==> config.mk <==
export PLATFORM = sky130hd
export DESIGN_NAME = dual_axis_servo_controller_flat
export DESIGN_NICKNAME = d
export VERILOG_FILES = /design/src/design/dasc_pkg.sv /design/src/design/dasc_ifs.sv /design/src/design/dual_axis_servo_controller.sv /design/src/design/dasc_tach.sv /design/src/flat_wrapper.sv
export SDC_FILE = /design/constraint.sdc
export NUM_CORES = 2
export LEC_CHECK = 0
export ABC_CLOCK_PERIOD_IN_PS = 11960
export BUFFER_PORTS_ARGS = -buffer_cell sky130_fd_sc_hd__buf_2
export CELL_PAD_IN_SITES_DETAIL_PLACEMENT = 0
export CELL_PAD_IN_SITES_GLOBAL_PLACEMENT = 1
export CORE_UTILIZATION = 30
export DETAILED_ROUTE_END_ITERATION = 7
export GPL_ROUTABILITY_DRIVEN = 0
export PLACE_DENSITY = 0.55
export SYNTH_ARGS = -nofsm -noshare
export SYNTH_HDL_FRONTEND = slang
export SYNTH_SLANG_ARGS = --single-unit
==> constraint.sdc <==
create_clock -name i_clk -period 11.96 [get_ports i_clk]
set_input_delay 0 -clock i_clk [delete_from_list [all_inputs] [get_ports i_clk]]
set_output_delay 0 -clock i_clk [all_outputs]
set_load 0.05 [all_outputs]
==> src/design/dasc_pkg.sv <==
// ----------------------------------------------------------------------------
// dasc_pkg
// Shared types, codes and constants of the dual-axis servo controller.
// ----------------------------------------------------------------------------
package dasc_pkg;

    // Ring depth default and field widths
    localparam int TAPS_DEF   = 8;
    localparam int OP_W       = 2;
    localparam int ADC_W      = 12;
    localparam int TARGET_W   = 16;
    localparam int POS_W      = 32;
    localparam int RING_W     = 13;
    localparam int GAIN_W     = 12;
    localparam int OFFSET_W   = 10;
    localparam int STEP_W     = 24;
    localparam int DAC_W      = 12;
    localparam int CFG_IDX_W  = 3;
    localparam int CFG_DATA_W = 24;

    // Fixed-point scaling
    localparam int Q16_FRAC   = 16;
    localparam int KP_FRAC    = 9;
    localparam int KD_FRAC    = 16;
    localparam int DAC_FRAC   = 8;

    // Arithmetic constants
    localparam int ENC_STEP   = 11520;
    localparam int VEL_GAIN   = 5712;
    localparam int VEL_GAIN_W = 14;
    localparam int ADC_MID    = 2048;
    localparam int DAC_MID    = 2048;
    localparam int DAC_MAX    = 4095;

    // Register reset values
    localparam logic [GAIN_W-1:0]          KP_X_RST     = 12'd140;
    localparam logic [GAIN_W-1:0]          KD_X_RST     = 12'd123;
    localparam logic [GAIN_W-1:0]          KP_Y_RST     = 12'd120;
    localparam logic [GAIN_W-1:0]          KD_Y_RST     = 12'd223;
    localparam logic signed [OFFSET_W-1:0] OFFSET_X_RST = 10'sd50;
    localparam logic signed [OFFSET_W-1:0] OFFSET_Y_RST = -10'sd15;
    localparam logic [STEP_W-1:0]          MAX_STEP_RST = 24'd98304;

    // Event codes carried in op
    typedef enum logic [OP_W-1:0] {
        OP_ENC  = 2'd0,
        OP_TACH = 2'd1,
        OP_CTRL = 2'd2,
        OP_RAMP = 2'd3
    } t_op;

    // Configuration register indexes
    typedef enum logic [CFG_IDX_W-1:0] {
        CFG_KP_X     = 3'd0,
        CFG_KD_X     = 3'd1,
        CFG_KP_Y     = 3'd2,
        CFG_KD_Y     = 3'd3,
        CFG_OFFSET_X = 3'd4,
        CFG_OFFSET_Y = 3'd5,
        CFG_MAX_STEP = 3'd6
    } t_cfg_reg;

    // Tachometer ring write request
    typedef struct packed {
        logic                     we;
        logic signed [RING_W-1:0] entry;
    } t_tach_req;

endpackage

==> src/design/dasc_ifs.sv <==
// ----------------------------------------------------------------------------
// dasc_in_if / dasc_out_if
// Valid/ready channels for event requests and drive results.
// ----------------------------------------------------------------------------
interface dasc_in_if;
    logic                                 valid;
    logic                                 ready;
    logic [dasc_pkg::OP_W-1:0]            op;
    logic                                 axis;
    logic                                 enc_a;
    logic                                 enc_hi;
    logic                                 enc_lo;
    logic [dasc_pkg::ADC_W-1:0]           adc_sample;
    logic signed [dasc_pkg::TARGET_W-1:0] target_x;
    logic signed [dasc_pkg::TARGET_W-1:0] target_y;

    modport source (
        output valid, op, axis, enc_a, enc_hi, enc_lo, adc_sample, target_x, target_y,
        input  ready
    );
    modport sink (
        input  valid, op, axis, enc_a, enc_hi, enc_lo, adc_sample, target_x, target_y,
        output ready
    );
endinterface

interface dasc_out_if;
    logic                        valid;
    logic                        ready;
    logic                        out_axis;
    logic [dasc_pkg::DAC_W-1:0]  dac_value;
    logic                        is_ramp_result;
    logic                        at_vertex;

    modport source (
        output valid, out_axis, dac_value, is_ramp_result, at_vertex,
        input  ready
    );
    modport sink (
        input  valid, out_axis, dac_value, is_ramp_result, at_vertex,
        output ready
    );
endinterface

==> src/design/dual_axis_servo_controller.sv <==
// ----------------------------------------------------------------------------
// dual_axis_servo_controller
// Two-axis position servo: encoder counting, tachometer averaging, a
// proportional law with rate feedback, and reference ramping.
// ----------------------------------------------------------------------------
// Usage:
//   i_cmd carries one event request per handshake: encoder edge, tach sample,
//   control tick or ramp tick. Encoder edges and tach samples update state and
//   return nothing. Control ticks return a 12-bit DAC code for the addressed
//   axis; ramp ticks step both references and return the arrival flag.
//   Results leave on o_res in request order.
//   Throughput: one request per cycle unless o_res stalls. State is updated
//   from the input register, so an event sees every earlier one.
//   A result passes the input register, product stage, velocity-gain stage
//   and output register in that order before it is valid on o_res.
//   When o_res stalls, results collect in the stage registers and i_cmd
//   drops ready only once every stage holds an item.
//   Configuration: i_cfg_we writes register i_cfg_index with i_cfg_data,
//   to be used only while the block is idle; unknown indexes are ignored.
//   Reset (synchronous, active low) clears positions, references, tach lines,
//   all stage valids and loads the register defaults.
// ----------------------------------------------------------------------------
module dual_axis_servo_controller #(
    parameter int TAPS = dasc_pkg::TAPS_DEF
) (
    input  logic                              i_clk,
    input  logic                              i_rst_n,
    input  logic                              i_cfg_we,
    input  logic [dasc_pkg::CFG_IDX_W-1:0]    i_cfg_index,
    input  logic [dasc_pkg::CFG_DATA_W-1:0]   i_cfg_data,
    dasc_in_if.sink                           i_cmd,
    dasc_out_if.source                        o_res
);

    localparam int POS_W  = dasc_pkg::POS_W;
    localparam int GAIN_W = dasc_pkg::GAIN_W;
    localparam int SUM_W  = dasc_pkg::RING_W + $clog2(TAPS);
    localparam int E_W    = POS_W + 1;
    localparam int P1_W   = E_W + GAIN_W + 1;
    localparam int P2_W   = SUM_W + GAIN_W + 1;
    localparam int Q1_W   = P1_W - dasc_pkg::KP_FRAC;
    localparam int Q2_W   = P2_W + dasc_pkg::VEL_GAIN_W;
    localparam int Q2S_W  = Q2_W - dasc_pkg::KD_FRAC;
    localparam int U_W    = Q1_W + 1;
    localparam int D_W    = U_W - dasc_pkg::DAC_FRAC + 1;
    localparam int ADC_X_W = dasc_pkg::RING_W + 1;

    typedef struct packed {
        logic [dasc_pkg::OP_W-1:0]            op;
        logic                                 axis;
        logic                                 enc_hi;
        logic                                 enc_lo;
        logic [dasc_pkg::ADC_W-1:0]           adc_sample;
        logic signed [dasc_pkg::TARGET_W-1:0] target_x;
        logic signed [dasc_pkg::TARGET_W-1:0] target_y;
    } t_cmd;

    typedef struct packed {
        logic signed [POS_W-1:0] next_ref;
        logic                    arrived;
    } t_ramp_res;

    // Move one reference toward its target by at most max_step
    function automatic t_ramp_res ramp_step(
        input logic signed [POS_W-1:0]              cur_ref,
        input logic signed [dasc_pkg::TARGET_W-1:0] target,
        input logic [dasc_pkg::STEP_W-1:0]          max_step
    );
        t_ramp_res               res;
        logic signed [POS_W-1:0] goal;
        logic signed [E_W-1:0]   diff;
        logic [E_W-1:0]          mag;
        goal = {target, {dasc_pkg::Q16_FRAC{1'b0}}};
        diff = E_W'(goal) - E_W'(cur_ref);
        mag  = diff[E_W-1] ? E_W'(-diff) : E_W'(diff);
        if (mag > E_W'(max_step)) begin
            res.arrived  = 1'b0;
            res.next_ref = diff[E_W-1] ? cur_ref - POS_W'(max_step)
                                       : cur_ref + POS_W'(max_step);
        end else begin
            res.arrived  = 1'b1;
            res.next_ref = goal;
        end
        return res;
    endfunction

    // Configuration registers
    logic [GAIN_W-1:0]                    r_kp_x, r_kd_x, r_kp_y, r_kd_y;
    logic signed [dasc_pkg::OFFSET_W-1:0] r_offset_x, r_offset_y;
    logic [dasc_pkg::STEP_W-1:0]          r_max_step;

    // Servo state
    logic signed [POS_W-1:0] r_pos_x, r_pos_y, r_ref_x, r_ref_y;
    logic signed [SUM_W-1:0] sum_x, sum_y;
    dasc_pkg::t_tach_req     tach_req_x, tach_req_y;

    // Pipeline registers
    logic                    r_a_v;
    t_cmd                    r_a;
    logic                    r_m_v, r_m_ramp, r_m_axis, r_m_vtx;
    logic signed [P1_W-1:0]  r_m_p1;
    logic signed [P2_W-1:0]  r_m_p2;
    logic                    r_n_v, r_n_ramp, r_n_axis, r_n_vtx;
    logic signed [Q1_W-1:0]  r_n_q1;
    logic signed [Q2S_W-1:0] r_n_q2;
    logic                    r_o_v, r_o_axis, r_o_ramp, r_o_vtx;
    logic [dasc_pkg::DAC_W-1:0] r_o_dac;

    // Combinational
    logic                     adv_o, adv_n, adv_m, fire, fire_res, n_in_ready;
    logic                     is_enc, is_tach, is_ctrl, is_ramp;
    logic signed [POS_W-1:0]  enc_delta;
    logic signed [POS_W-1:0]  sel_ref, sel_pos;
    logic signed [SUM_W-1:0]  sel_sum;
    logic [GAIN_W-1:0]        sel_kp, sel_kd;
    logic signed [E_W-1:0]    err;
    logic signed [P1_W-1:0]   n_p1;
    logic signed [P2_W-1:0]   n_p2;
    logic signed [Q2_W-1:0]   n_q2_full;
    logic signed [ADC_X_W-1:0] entry_base;
    logic signed [dasc_pkg::OFFSET_W-1:0] sel_offset;
    logic signed [dasc_pkg::RING_W-1:0]   tach_entry;
    t_ramp_res                ramp_x, ramp_y;
    logic signed [U_W-1:0]    u_val;
    logic signed [D_W-1:0]    d_val;
    logic [dasc_pkg::DAC_W-1:0] n_dac;

    // Write configuration registers
    always_ff @(posedge i_clk) begin
        if (!i_rst_n) begin
            r_kp_x     <= dasc_pkg::KP_X_RST;
            r_kd_x     <= dasc_pkg::KD_X_RST;
            r_kp_y     <= dasc_pkg::KP_Y_RST;
            r_kd_y     <= dasc_pkg::KD_Y_RST;
            r_offset_x <= dasc_pkg::OFFSET_X_RST;
            r_offset_y <= dasc_pkg::OFFSET_Y_RST;
            r_max_step <= dasc_pkg::MAX_STEP_RST;
        end else if (i_cfg_we) begin
            unique case (i_cfg_index)
                dasc_pkg::CFG_KP_X:     r_kp_x     <= i_cfg_data[GAIN_W-1:0];
                dasc_pkg::CFG_KD_X:     r_kd_x     <= i_cfg_data[GAIN_W-1:0];
                dasc_pkg::CFG_KP_Y:     r_kp_y     <= i_cfg_data[GAIN_W-1:0];
                dasc_pkg::CFG_KD_Y:     r_kd_y     <= i_cfg_data[GAIN_W-1:0];
                dasc_pkg::CFG_OFFSET_X: r_offset_x <= i_cfg_data[dasc_pkg::OFFSET_W-1:0];
                dasc_pkg::CFG_OFFSET_Y: r_offset_y <= i_cfg_data[dasc_pkg::OFFSET_W-1:0];
                dasc_pkg::CFG_MAX_STEP: r_max_step <= i_cfg_data[dasc_pkg::STEP_W-1:0];
                default: ;
            endcase
        end
    end

    // Stage flow: a stage advances when it is empty or its successor advances
    always_comb begin
        is_enc     = (r_a.op == dasc_pkg::OP_ENC);
        is_tach    = (r_a.op == dasc_pkg::OP_TACH);
        is_ctrl    = (r_a.op == dasc_pkg::OP_CTRL);
        is_ramp    = (r_a.op == dasc_pkg::OP_RAMP);
        adv_o      = !r_o_v || o_res.ready;
        adv_n      = !r_n_v || adv_o;
        adv_m      = !r_m_v || adv_n;
        fire       = r_a_v && (is_enc || is_tach || adv_m);
        fire_res   = fire && (is_ctrl || is_ramp);
        n_in_ready = !r_a_v || fire;
    end

    assign i_cmd.ready = n_in_ready;

    // Capture the request
    always_ff @(posedge i_clk) begin
        if (!i_rst_n) begin
            r_a_v <= 1'b0;
        end else if (n_in_ready) begin
            r_a_v <= i_cmd.valid;
        end
    end

    always_ff @(posedge i_clk) begin
        if (n_in_ready && i_cmd.valid) begin
            r_a.op         <= i_cmd.op;
            r_a.axis       <= i_cmd.axis;
            r_a.enc_hi     <= i_cmd.enc_hi;
            r_a.enc_lo     <= i_cmd.enc_lo;
            r_a.adc_sample <= i_cmd.adc_sample;
            r_a.target_x   <= i_cmd.target_x;
            r_a.target_y   <= i_cmd.target_y;
        end
    end

    // Decode the event and form the axis operands
    always_comb begin
        enc_delta = (r_a.enc_hi == r_a.enc_lo) ? POS_W'(dasc_pkg::ENC_STEP)
                                               : -POS_W'(dasc_pkg::ENC_STEP);
        sel_ref    = r_a.axis ? r_ref_y : r_ref_x;
        sel_pos    = r_a.axis ? r_pos_y : r_pos_x;
        sel_sum    = r_a.axis ? sum_y   : sum_x;
        sel_kp     = r_a.axis ? r_kp_y  : r_kp_x;
        sel_kd     = r_a.axis ? r_kd_y  : r_kd_x;
        sel_offset = r_a.axis ? r_offset_y : r_offset_x;

        // Position error and the two gain products
        err  = E_W'(sel_ref) - E_W'(sel_pos);
        n_p1 = P1_W'(err) * P1_W'($signed({1'b0, sel_kp}));
        n_p2 = P2_W'(sel_sum) * P2_W'($signed({1'b0, sel_kd}));

        // Offset-corrected tach entry
        entry_base = $signed(ADC_X_W'(r_a.adc_sample)) - ADC_X_W'(dasc_pkg::ADC_MID)
                   + ADC_X_W'(sel_offset);
        tach_entry = entry_base[dasc_pkg::RING_W-1:0];

        ramp_x = ramp_step(r_ref_x, r_a.target_x, r_max_step);
        ramp_y = ramp_step(r_ref_y, r_a.target_y, r_max_step);

        tach_req_x.we    = fire && is_tach && !r_a.axis;
        tach_req_x.entry = tach_entry;
        tach_req_y.we    = fire && is_tach && r_a.axis;
        tach_req_y.entry = tach_entry;
    end

    dasc_tach #(.TAPS(TAPS)) u_tach_x (
        .i_clk   (i_clk),
        .i_rst_n (i_rst_n),
        .i_req   (tach_req_x),
        .o_sum   (sum_x)
    );

    dasc_tach #(.TAPS(TAPS)) u_tach_y (
        .i_clk   (i_clk),
        .i_rst_n (i_rst_n),
        .i_req   (tach_req_y),
        .o_sum   (sum_y)
    );

    // Update positions and references
    always_ff @(posedge i_clk) begin
        if (!i_rst_n) begin
            r_pos_x <= '0;
            r_pos_y <= '0;
            r_ref_x <= '0;
            r_ref_y <= '0;
        end else if (fire) begin
            if (is_enc) begin
                if (r_a.axis) begin
                    r_pos_y <= r_pos_y + enc_delta;
                end else begin
                    r_pos_x <= r_pos_x + enc_delta;
                end
            end
            if (is_ramp) begin
                r_ref_x <= ramp_x.next_ref;
                r_ref_y <= ramp_y.next_ref;
            end
        end
    end

    // Product stage
    always_ff @(posedge i_clk) begin
        if (!i_rst_n) begin
            r_m_v <= 1'b0;
        end else if (adv_m) begin
            r_m_v <= fire_res;
        end
    end

    always_ff @(posedge i_clk) begin
        if (adv_m && fire_res) begin
            r_m_ramp <= is_ramp;
            r_m_axis <= r_a.axis;
            r_m_vtx  <= ramp_x.arrived && ramp_y.arrived;
            r_m_p1   <= n_p1;
            r_m_p2   <= n_p2;
        end
    end

    // Velocity gain stage: apply the tach scale to the rate term
    always_comb begin
        n_q2_full = Q2_W'(r_m_p2) * Q2_W'($signed(dasc_pkg::VEL_GAIN_W'(dasc_pkg::VEL_GAIN)));
    end

    always_ff @(posedge i_clk) begin
        if (!i_rst_n) begin
            r_n_v <= 1'b0;
        end else if (adv_n) begin
            r_n_v <= r_m_v;
        end
    end

    always_ff @(posedge i_clk) begin
        if (adv_n && r_m_v) begin
            r_n_ramp <= r_m_ramp;
            r_n_axis <= r_m_axis;
            r_n_vtx  <= r_m_vtx;
            r_n_q1   <= r_m_p1[P1_W-1:dasc_pkg::KP_FRAC];
            r_n_q2   <= n_q2_full[Q2_W-1:dasc_pkg::KD_FRAC];
        end
    end

    // Combine terms, center and saturate the drive code
    always_comb begin
        u_val = U_W'(r_n_q1) - U_W'(r_n_q2);
        d_val = D_W'($signed(u_val[U_W-1:dasc_pkg::DAC_FRAC])) + D_W'(dasc_pkg::DAC_MID);
        priority if (d_val < 0) begin
            n_dac = '0;
        end else if (d_val > D_W'(dasc_pkg::DAC_MAX)) begin
            n_dac = dasc_pkg::DAC_W'(dasc_pkg::DAC_MAX);
        end else begin
            n_dac = d_val[dasc_pkg::DAC_W-1:0];
        end
    end

    // Output register
    always_ff @(posedge i_clk) begin
        if (!i_rst_n) begin
            r_o_v <= 1'b0;
        end else if (adv_o) begin
            r_o_v <= r_n_v;
        end
    end

    always_ff @(posedge i_clk) begin
        if (adv_o && r_n_v) begin
            r_o_ramp <= r_n_ramp;
            r_o_vtx  <= r_n_ramp && r_n_vtx;
            r_o_axis <= !r_n_ramp && r_n_axis;
            r_o_dac  <= r_n_ramp ? '0 : n_dac;
        end
    end

    assign o_res.valid          = r_o_v;
    assign o_res.out_axis       = r_o_axis;
    assign o_res.dac_value      = r_o_dac;
    assign o_res.is_ramp_result = r_o_ramp;
    assign o_res.at_vertex      = r_o_vtx;

endmodule

==> src/design/dasc_tach.sv <==
// ----------------------------------------------------------------------------
// dasc_tach
// Tachometer averaging line for one axis: a shift line of samples with a
// running sum that drops the oldest sample as a new one enters.
// ----------------------------------------------------------------------------
module dasc_tach #(
    parameter int TAPS = dasc_pkg::TAPS_DEF
) (
    input  logic                                                i_clk,
    input  logic                                                i_rst_n,
    input  dasc_pkg::t_tach_req                                 i_req,
    output logic signed [dasc_pkg::RING_W+$clog2(TAPS)-1:0]     o_sum
);

    localparam int SUM_W = dasc_pkg::RING_W + $clog2(TAPS);

    logic signed [dasc_pkg::RING_W-1:0] r_tap [TAPS];
    logic signed [SUM_W-1:0]            r_sum;
    logic signed [SUM_W-1:0]            n_sum;

    // Replace the oldest sample in the sum with the new one
    always_comb begin
        n_sum = r_sum - SUM_W'(r_tap[TAPS-1]) + SUM_W'(i_req.entry);
    end

    // Shift the line and hold the sum
    always_ff @(posedge i_clk) begin
        if (!i_rst_n) begin
            for (int i = 0; i < TAPS; i++) begin
                r_tap[i] <= '0;
            end
            r_sum <= '0;
        end else if (i_req.we) begin
            r_tap[0] <= i_req.entry;
            for (int i = 1; i < TAPS; i++) begin
                r_tap[i] <= r_tap[i-1];
            end
            r_sum <= n_sum;
        end
    end

    assign o_sum = r_sum;

endmodule
==> src/flat_wrapper.sv <==
// flat-port wrapper written by rule: the top's interface ports become plain ports
module dual_axis_servo_controller_flat 
#(
    parameter int TAPS = dasc_pkg::TAPS_DEF
)
  (i_clk, i_rst_n, i_cfg_we, i_cfg_index, i_cfg_data, i_cmd_valid, i_cmd_op, i_cmd_axis, i_cmd_enc_a, i_cmd_enc_hi, i_cmd_enc_lo, i_cmd_adc_sample, i_cmd_target_x, i_cmd_target_y, i_cmd_ready, o_res_valid, o_res_out_axis, o_res_dac_value, o_res_is_ramp_result, o_res_at_vertex, o_res_ready);
  dasc_in_if i_cmd_i ();
  dasc_out_if o_res_i ();
  input  logic i_clk;
  input  logic i_rst_n;
  input  logic i_cfg_we;
  input  logic [dasc_pkg::CFG_IDX_W-1:0] i_cfg_index;
  input  logic [dasc_pkg::CFG_DATA_W-1:0] i_cfg_data;
  input wire logic [$bits(i_cmd_i.valid)-1:0] i_cmd_valid;
  input wire logic [$bits(i_cmd_i.op)-1:0] i_cmd_op;
  input wire logic [$bits(i_cmd_i.axis)-1:0] i_cmd_axis;
  input wire logic [$bits(i_cmd_i.enc_a)-1:0] i_cmd_enc_a;
  input wire logic [$bits(i_cmd_i.enc_hi)-1:0] i_cmd_enc_hi;
  input wire logic [$bits(i_cmd_i.enc_lo)-1:0] i_cmd_enc_lo;
  input wire logic [$bits(i_cmd_i.adc_sample)-1:0] i_cmd_adc_sample;
  input wire logic [$bits(i_cmd_i.target_x)-1:0] i_cmd_target_x;
  input wire logic [$bits(i_cmd_i.target_y)-1:0] i_cmd_target_y;
  output wire logic [$bits(i_cmd_i.ready)-1:0] i_cmd_ready;
  output wire logic [$bits(o_res_i.valid)-1:0] o_res_valid;
  output wire logic [$bits(o_res_i.out_axis)-1:0] o_res_out_axis;
  output wire logic [$bits(o_res_i.dac_value)-1:0] o_res_dac_value;
  output wire logic [$bits(o_res_i.is_ramp_result)-1:0] o_res_is_ramp_result;
  output wire logic [$bits(o_res_i.at_vertex)-1:0] o_res_at_vertex;
  input wire logic [$bits(o_res_i.ready)-1:0] o_res_ready;
  assign i_cmd_i.valid = i_cmd_valid;
  assign i_cmd_i.op = i_cmd_op;
  assign i_cmd_i.axis = i_cmd_axis;
  assign i_cmd_i.enc_a = i_cmd_enc_a;
  assign i_cmd_i.enc_hi = i_cmd_enc_hi;
  assign i_cmd_i.enc_lo = i_cmd_enc_lo;
  assign i_cmd_i.adc_sample = i_cmd_adc_sample;
  assign i_cmd_i.target_x = i_cmd_target_x;
  assign i_cmd_i.target_y = i_cmd_target_y;
  assign i_cmd_ready = i_cmd_i.ready;
  assign o_res_valid = o_res_i.valid;
  assign o_res_out_axis = o_res_i.out_axis;
  assign o_res_dac_value = o_res_i.dac_value;
  assign o_res_is_ramp_result = o_res_i.is_ramp_result;
  assign o_res_at_vertex = o_res_i.at_vertex;
  assign o_res_i.ready = o_res_ready;
  dual_axis_servo_controller #(.TAPS(TAPS)) u_core (.i_clk(i_clk), .i_rst_n(i_rst_n), .i_cfg_we(i_cfg_we), .i_cfg_index(i_cfg_index), .i_cfg_data(i_cfg_data), .i_cmd(i_cmd_i), .o_res(o_res_i));
endmodule
Yosys cells after proc, flatten, opt, wreduce, memory -nomap -nowiden

Memories as Yosys holds them, arrays and structs flattened.
Index checks and enable logic that the tools add are counted.

Flip-flop bits (word level): 465
RAM bits: 208
Input bits: 82
Output and inout bits: 17
Word-level logic and storage cells: 168
Memories: 2

Memory list:

| memory                | depth | width | rd ports | clocked after Yosys merged registers in | write ports | RTL line        | text |
|---|---|---|---|---|---|---|---|
| u_core.u_tach_x.r_tap | 8     | 13    | 8        | 0                                       | 8           | dasc_tach.sv:17 | `logic signed [dasc_pkg::RING_W-1:0] r_tap [TAPS];` |
| u_core.u_tach_y.r_tap | 8     | 13    | 8        | 0                                       | 8           | dasc_tach.sv:17 |  |

Add/subtract/negate cells: 19
$mul: 3
Order comparisons: 4
Equal/unequal tests: 10
Mux-type cells: 37
Bitwise operators: 17
Reductions and logical operators: 38

Operator list:

| cell                   | count |
|---|---|
| $mux 13                | 16 |
| $mux 32                | 5 |
| $mux 33                | 4 |
| $sub 32x32->33         | 3 |
| $gt 33x24->1           | 2 |
| $neg 33->33            | 2 |
| $add 32x24->32         | 2 |
| $add 32x32->32         | 2 |
| $sub 32x24->32         | 2 |
| $mul 33x13->46         | 1 |
| $mul 29x10->39 const B | 1 |
| $sub 37x27->38         | 1 |
| $mux 12                | 3 |
| $add 16x13->16         | 2 |
| $sub 16x13->16         | 2 |
| $add 30x13->31 const B | 1 |
| $gt 31x13->1 const B   | 1 |
| $lt 31x1->1 const B    | 1 |
| $mul 16x13->29         | 1 |
| $mux 16                | 1 |
| $or 1x1->1             | 16 |
| $reduce_and 2->1       | 8 |
| $add 13x10->13         | 1 |
| $sub 12x12->13 const B | 1 |
| 16 further kinds       | 49 |

Depth between registers and ports, before layout

Word-level depth: 12
Mapped depth: 46
Mapped depth without buffers: 40

Cells and area by module

Synthesis repeated with hierarchy kept, for this count alone.

Cells, all modules: 6976
Area, all modules: 64617.0 sq um

By module, submodules not included:

| module                     | times used | cells an instance | area each (sq um) | seq. area each (sq um) |
|---|---|---|---|---|
| dual_axis_servo_controller | 1          | 6028              | 53033.4           | 10169.8 |
| dasc_tach                  | 2          | 474               | 5791.8            | 3443.3 |

Least setup slack after synthesis

OpenSTA, ideal clock, no wires.

Path kind: register to register
Start: register u_core.r_a[46] in the netlist's numbering
End: register u_core.r_m_p1[44] (data pin)
Library setup time: 0.266 ns
Arrival time: 10.732 ns
Data required time: 11.694 ns
Setup slack: 0.962 ns
Stages on the path, launching flop included: 45
Path buffers: 6
Period minus slack after synthesis: 10.998 ns
Cell sequence: edfxtp_1 > clkbuf_1 > clkbuf_1 > clkbuf_1 > buf_1 > buf_1 > buf_1 > mux2i_1 > ha_1 > nor2b_1 > o21ai_0 > a21boi_0 > o21ai_0 > a21boi_0 > o21ai_0 > nand2b_1 > a311oi_1 > o21bai_1 > (+9 left out) > fa_1 > fa_1 > inv_1 > fa_1 > inv_1 > ha_1 > a21o_1 > a21o_1 > a221o_1 > a31o_2 > a41oi_1 > or3_1 > a31oi_1 > o211a_1 > o21a_1 > o21ai_0 > a21boi_0 > xor2_1

Cells in the longest elaborated chain, start to end: 3
Elaborated cells on any way between the ends: 5
Classes of those cells: add/sub (1); mul (1); mux (3)

Ends and longest elaborated chain:

| item                              | RTL line                                                             | text |
|---|---|---|
| from (decl)                       | dual_axis_servo_controller.sv:99                                     | `t_cmd r_a;` |
| $mux 32, on equally long branches | dual_axis_servo_controller.sv:193, dual_axis_servo_controller.sv:194 |  |
| $sub 32x32->33                    | dual_axis_servo_controller.sv:201                                    | `err = E_W'(sel_ref) - E_W'(sel_pos);` |
| $mul 33x13->46 *                  | dual_axis_servo_controller.sv:202                                    | `n_p1 = P1_W'(err) * P1_W'($signed({1'b0, sel_kp}));` |
| named net u_core.n_p1[44]         | dual_axis_servo_controller.sv:117                                    | `logic signed [P1_W-1:0] n_p1;` |
| to (signal assigned)              | dual_axis_servo_controller.sv:269                                    | `r_m_p1 <= n_p1;` |
| to (decl)                         | dual_axis_servo_controller.sv:101                                    | `logic signed [P1_W-1:0] r_m_p1;` |

Mark *: on every way through the listed nets, which the timed path passes. The rest lies on a longest branch.
A chain may end at the register's enable or synchronous reset.

Final worst setup path

Same ends and word-level chain as after synthesis.

==> results.cfg <==
[worst_setup_path]
cp_slowest_stage_delay_ps = 580
critPathCaptureType = flop
reg2reg_from = u_core.r_a[46]
worstSetupStartpointType = flop
cp_common_cell = fa_1
cp.required_ps = 12380
worstSetupPathType = reg2reg
critical_path.top_delay_family = compound AO/OA/AOI/OAI gates
crit_path_max_fanout = 40
critical_path_arrival_ps = 11090
worstSetupStartpoint = u_core.r_a[46]
critical_path_buf_inv_count = 5
cpMaxStageDelayCell = fa_1

[sta]
setup_viol = 0
fin_skew_ps = 62.5
fin_setup_tns_ps = 0
worst_pin_slew_ps = 1170
period_minus_slack_ps = 10670
rsz0062_at_grt = false
holdWs_ps = 70.7
fin_crit_sh_pct = 89.2
hold_violations = 0
slew_viol_final = 0
fmax_ghz = 0.0937
max_slew_margin_pct = 21.6

[grt]
grt_overflow = 0
track_usage_pct = 16.1
grt_pass1_wl_um = 277000
antenna_found_initial = 4
grt_max_degree = 87
grt_pass1_vias = 49100

[synth]
async_flop_share_pct = 0
synth_cell_type_count = 92
synth_sequential_area_ratio_pct = 26.4
yosysWarnings = 0
syn_area_per_cell_um2 = 9.19
synth_edf_count = 408
synth_area_mm2 = 0.0646
syn_nets = 8354
syn_inst = 7036
synth_seq_cells = 648
synth_ff_type = edfxtp_1

[die]
die_y_um = 466
die-width_um = 466
initial_utilization_pct = 30.1
fp.dieArea_mm2 = 0.217
rows = 170
floorplan.core_area_mm2 = 0.214
pin_count = 99

[power_and_ir_drop]
p_leak_nw = 32.1
ir_drop_mv = 0.224
combPwrFrac_pct = 63.9
swShare_pct = 44.1
seqPwrFrac_pct = 19.9
power_density_mw_per_mm2 = 216
clockPowerShare_pct = 16.2
power.net_switching_mw = 6.92
p_int_mw = 8.76

[min_path]
min-delay-start = i_cfg_data[18]
hold_class = in2reg

[clock_network]
cts.clk_slew.worst_paths_ps = 60
postCtsSetupBuffers = 0
htreeDepth = 3
cts_buffers = 80
cts_tree = done
hold_buffers = 140
cts_sinks = 648
clock_path_buffers = 3
clk_latency_ps = 740
root_buffer = clkbuf_16
cts.repair.resized = 0

[place]
dp.cells = 9808
io_buffers = 97
post-dp-hpwl_um = 138000

[run]
cap_violations = 0

[routing]
drc_errors = 0
wl_per_cell_um = 17.3
drtIter0Drc = 2331
drt_wl_total_um = 174000
vias = 47400
vias_per_cell = 4.70
dr.pass1.iters = 5
antenna_left = 0

[layout]
nNetsFinal = 8510
seq_area_mm2 = 0.0171
drive_above_1_share_pct = 5.75
fillCellCount = 22100
multi_input_area_mm2 = 0.0432
synthToLayoutAreaGrowth_pct = 12.4
final_cells = 10100

[outcome]
status = complete, no violations
power groups by stage:
stage	clock network [mW]	logic, mW	registers [mW]
2_1_floorplan	0	7.83	3.13
3_3_place_gp	0	10.1	3.17
3_5_place_dp	0	10.2	3.17
4_1_cts	2.63	10.3	3.13
5_1_grt	2.71	11.6	3.14
6_report	2.53	10.0	3.12
path summary, 6_finish.rpt:
| check | endpoint | slack [ps] | cells after the start |
|---|---|---|---|
| setup / recovery | u_core.r_m_p1[44] | 1290 | 39 |
| hold / removal | u_core.r_max_step[18] | 70 | 4 |
| setup reg to reg | u_core.r_m_p1[44] | 1290 | 39 |
| hold reg to reg | u_core.r_n_q1[7] | 410 | 0 |
synth_stat cells, drive strengths merged (19+ instances only):
library cell | number | share of area [%]
a211oi | 38 | 0.44
a21boi | 31 | 0.36
a21o | 102 | 1.2
a21oi | 378 | 2.9
a31oi | 41 | 0.40
and2 | 215 | 2.1
and3 | 44 | 0.43
buf | 29 | 0.20
clkbuf | 202 | 1.2
dfxtp | 240 | 7.4
edfxtp | 408 | 19
fa | 643 | 20
ha | 593 | 11
inv | 986 | 5.7
mux2 | 50 | 0.87
mux2i | 99 | 1.5
nand2 | 822 | 4.8
nand2b | 71 | 0.69
nand3 | 145 | 1.1
nand4 | 41 | 0.41
nor2 | 580 | 3.4
nor2b | 69 | 0.67
nor3 | 125 | 0.98
nor4 | 23 | 0.27
o211ai | 19 | 0.22
o21a | 65 | 0.76
o21ai | 228 | 1.8
o21bai | 30 | 0.35
o31ai | 31 | 0.36
or2 | 20 | 0.19
or3 | 42 | 0.42
xnor2 | 286 | 3.9
xor2 | 116 | 1.6
tightest hold or removal path: stages:
cell	delay, ps
dlygate4sd3_1	530
buf_2	120
nand2_1	50
a21oi_1	50
cell type report:
cell class,instances,area share (%)
flip-flops and latches,648,23.5
clock inverters,51,0.892
multi-input cells,5171,59.4
inverters,986,5.10
diodes,4,0.0138
repair buffers,305,3.30
clock buffers,96,2.88
well taps,2838,4.89
routing by layer:
layer  vias to the layer above  global-route usage (%)  share of wire (%)
met5                         -                       0              0.012
met4                         4                    4.17                2.4
met3                       157                    2.01                3.3
met2                       597                    26.1                 45
met1                     23000                    22.6                 49
li1                      23700                       -                  -
through the flow:
step / utilization (%) / power [mW] / cell area, um2 / setup slack [ps]
after floorplan: - / 11.0 / 64600 / 962
after global placement: 31.9 / 13.3 / 68500 / 1300
after detailed placement: 31.9 / 13.3 / 68500 / 1220
after CTS: 33.9 / 16.0 / 72600 / 1150
after global routing: 33.9 / 17.5 / 72600 / 639
final: 33.9 / 15.7 / 72700 / 1290
cell families after synthesis:
kind of cell    synth area share [%]
fa+ha+maj                       31.4
mux                             2.40
buf+inv                         7.10
xor+xnor                        5.45
compound gates                  11.0
flops                           26.4
simple gates                    16.3
sequential cells by signal, indices dropped and copies added, names as in the netlist, 24 cells and up:
register               count
u_core.r_a                49
u_core.r_m_p1             37
u_core.r_m_p2             29
u_core.r_max_step         24
u_core.r_n_q1             37
u_core.r_n_q2             27
u_core.r_pos_x            24
u_core.r_pos_y            24
u_core.r_ref_x            32
u_core.r_ref_y            32
u_core.u_tach_x.r_tap    104
u_core.u_tach_y.r_tap    104
layout by cell type, fill, tap and decap left out, types with 43 or more instances in the layout:
master / synthesis / layout
clkbuf_16: 0 / 80
a21oi_1: 377 / 377
nand2b_1: 71 / 71
mux2_2: 49 / 49
xor2_1: 116 / 115
and2_1: 215 / 214
mux2i_1: 99 / 91
nor3_1: 124 / 120
dfxtp_1: 240 / 240
and3_1: 43 / 43
dlygate4sd3_1: 0 / 140
buf_2: 8 / 96
buf_4: 1 / 69
inv_1: 985 / 983
o21ai_0: 216 / 216
o21a_1: 65 / 65
xnor2_1: 286 / 286
edfxtp_1: 408 / 408
nand3_1: 144 / 144
nor2b_1: 69 / 67
ha_1: 593 / 593
fa_1: 643 / 643
nor2_1: 580 / 577
nand2_1: 822 / 821
a21o_1: 102 / 102
No activity file was read; power rests on OpenSTA's default activity.
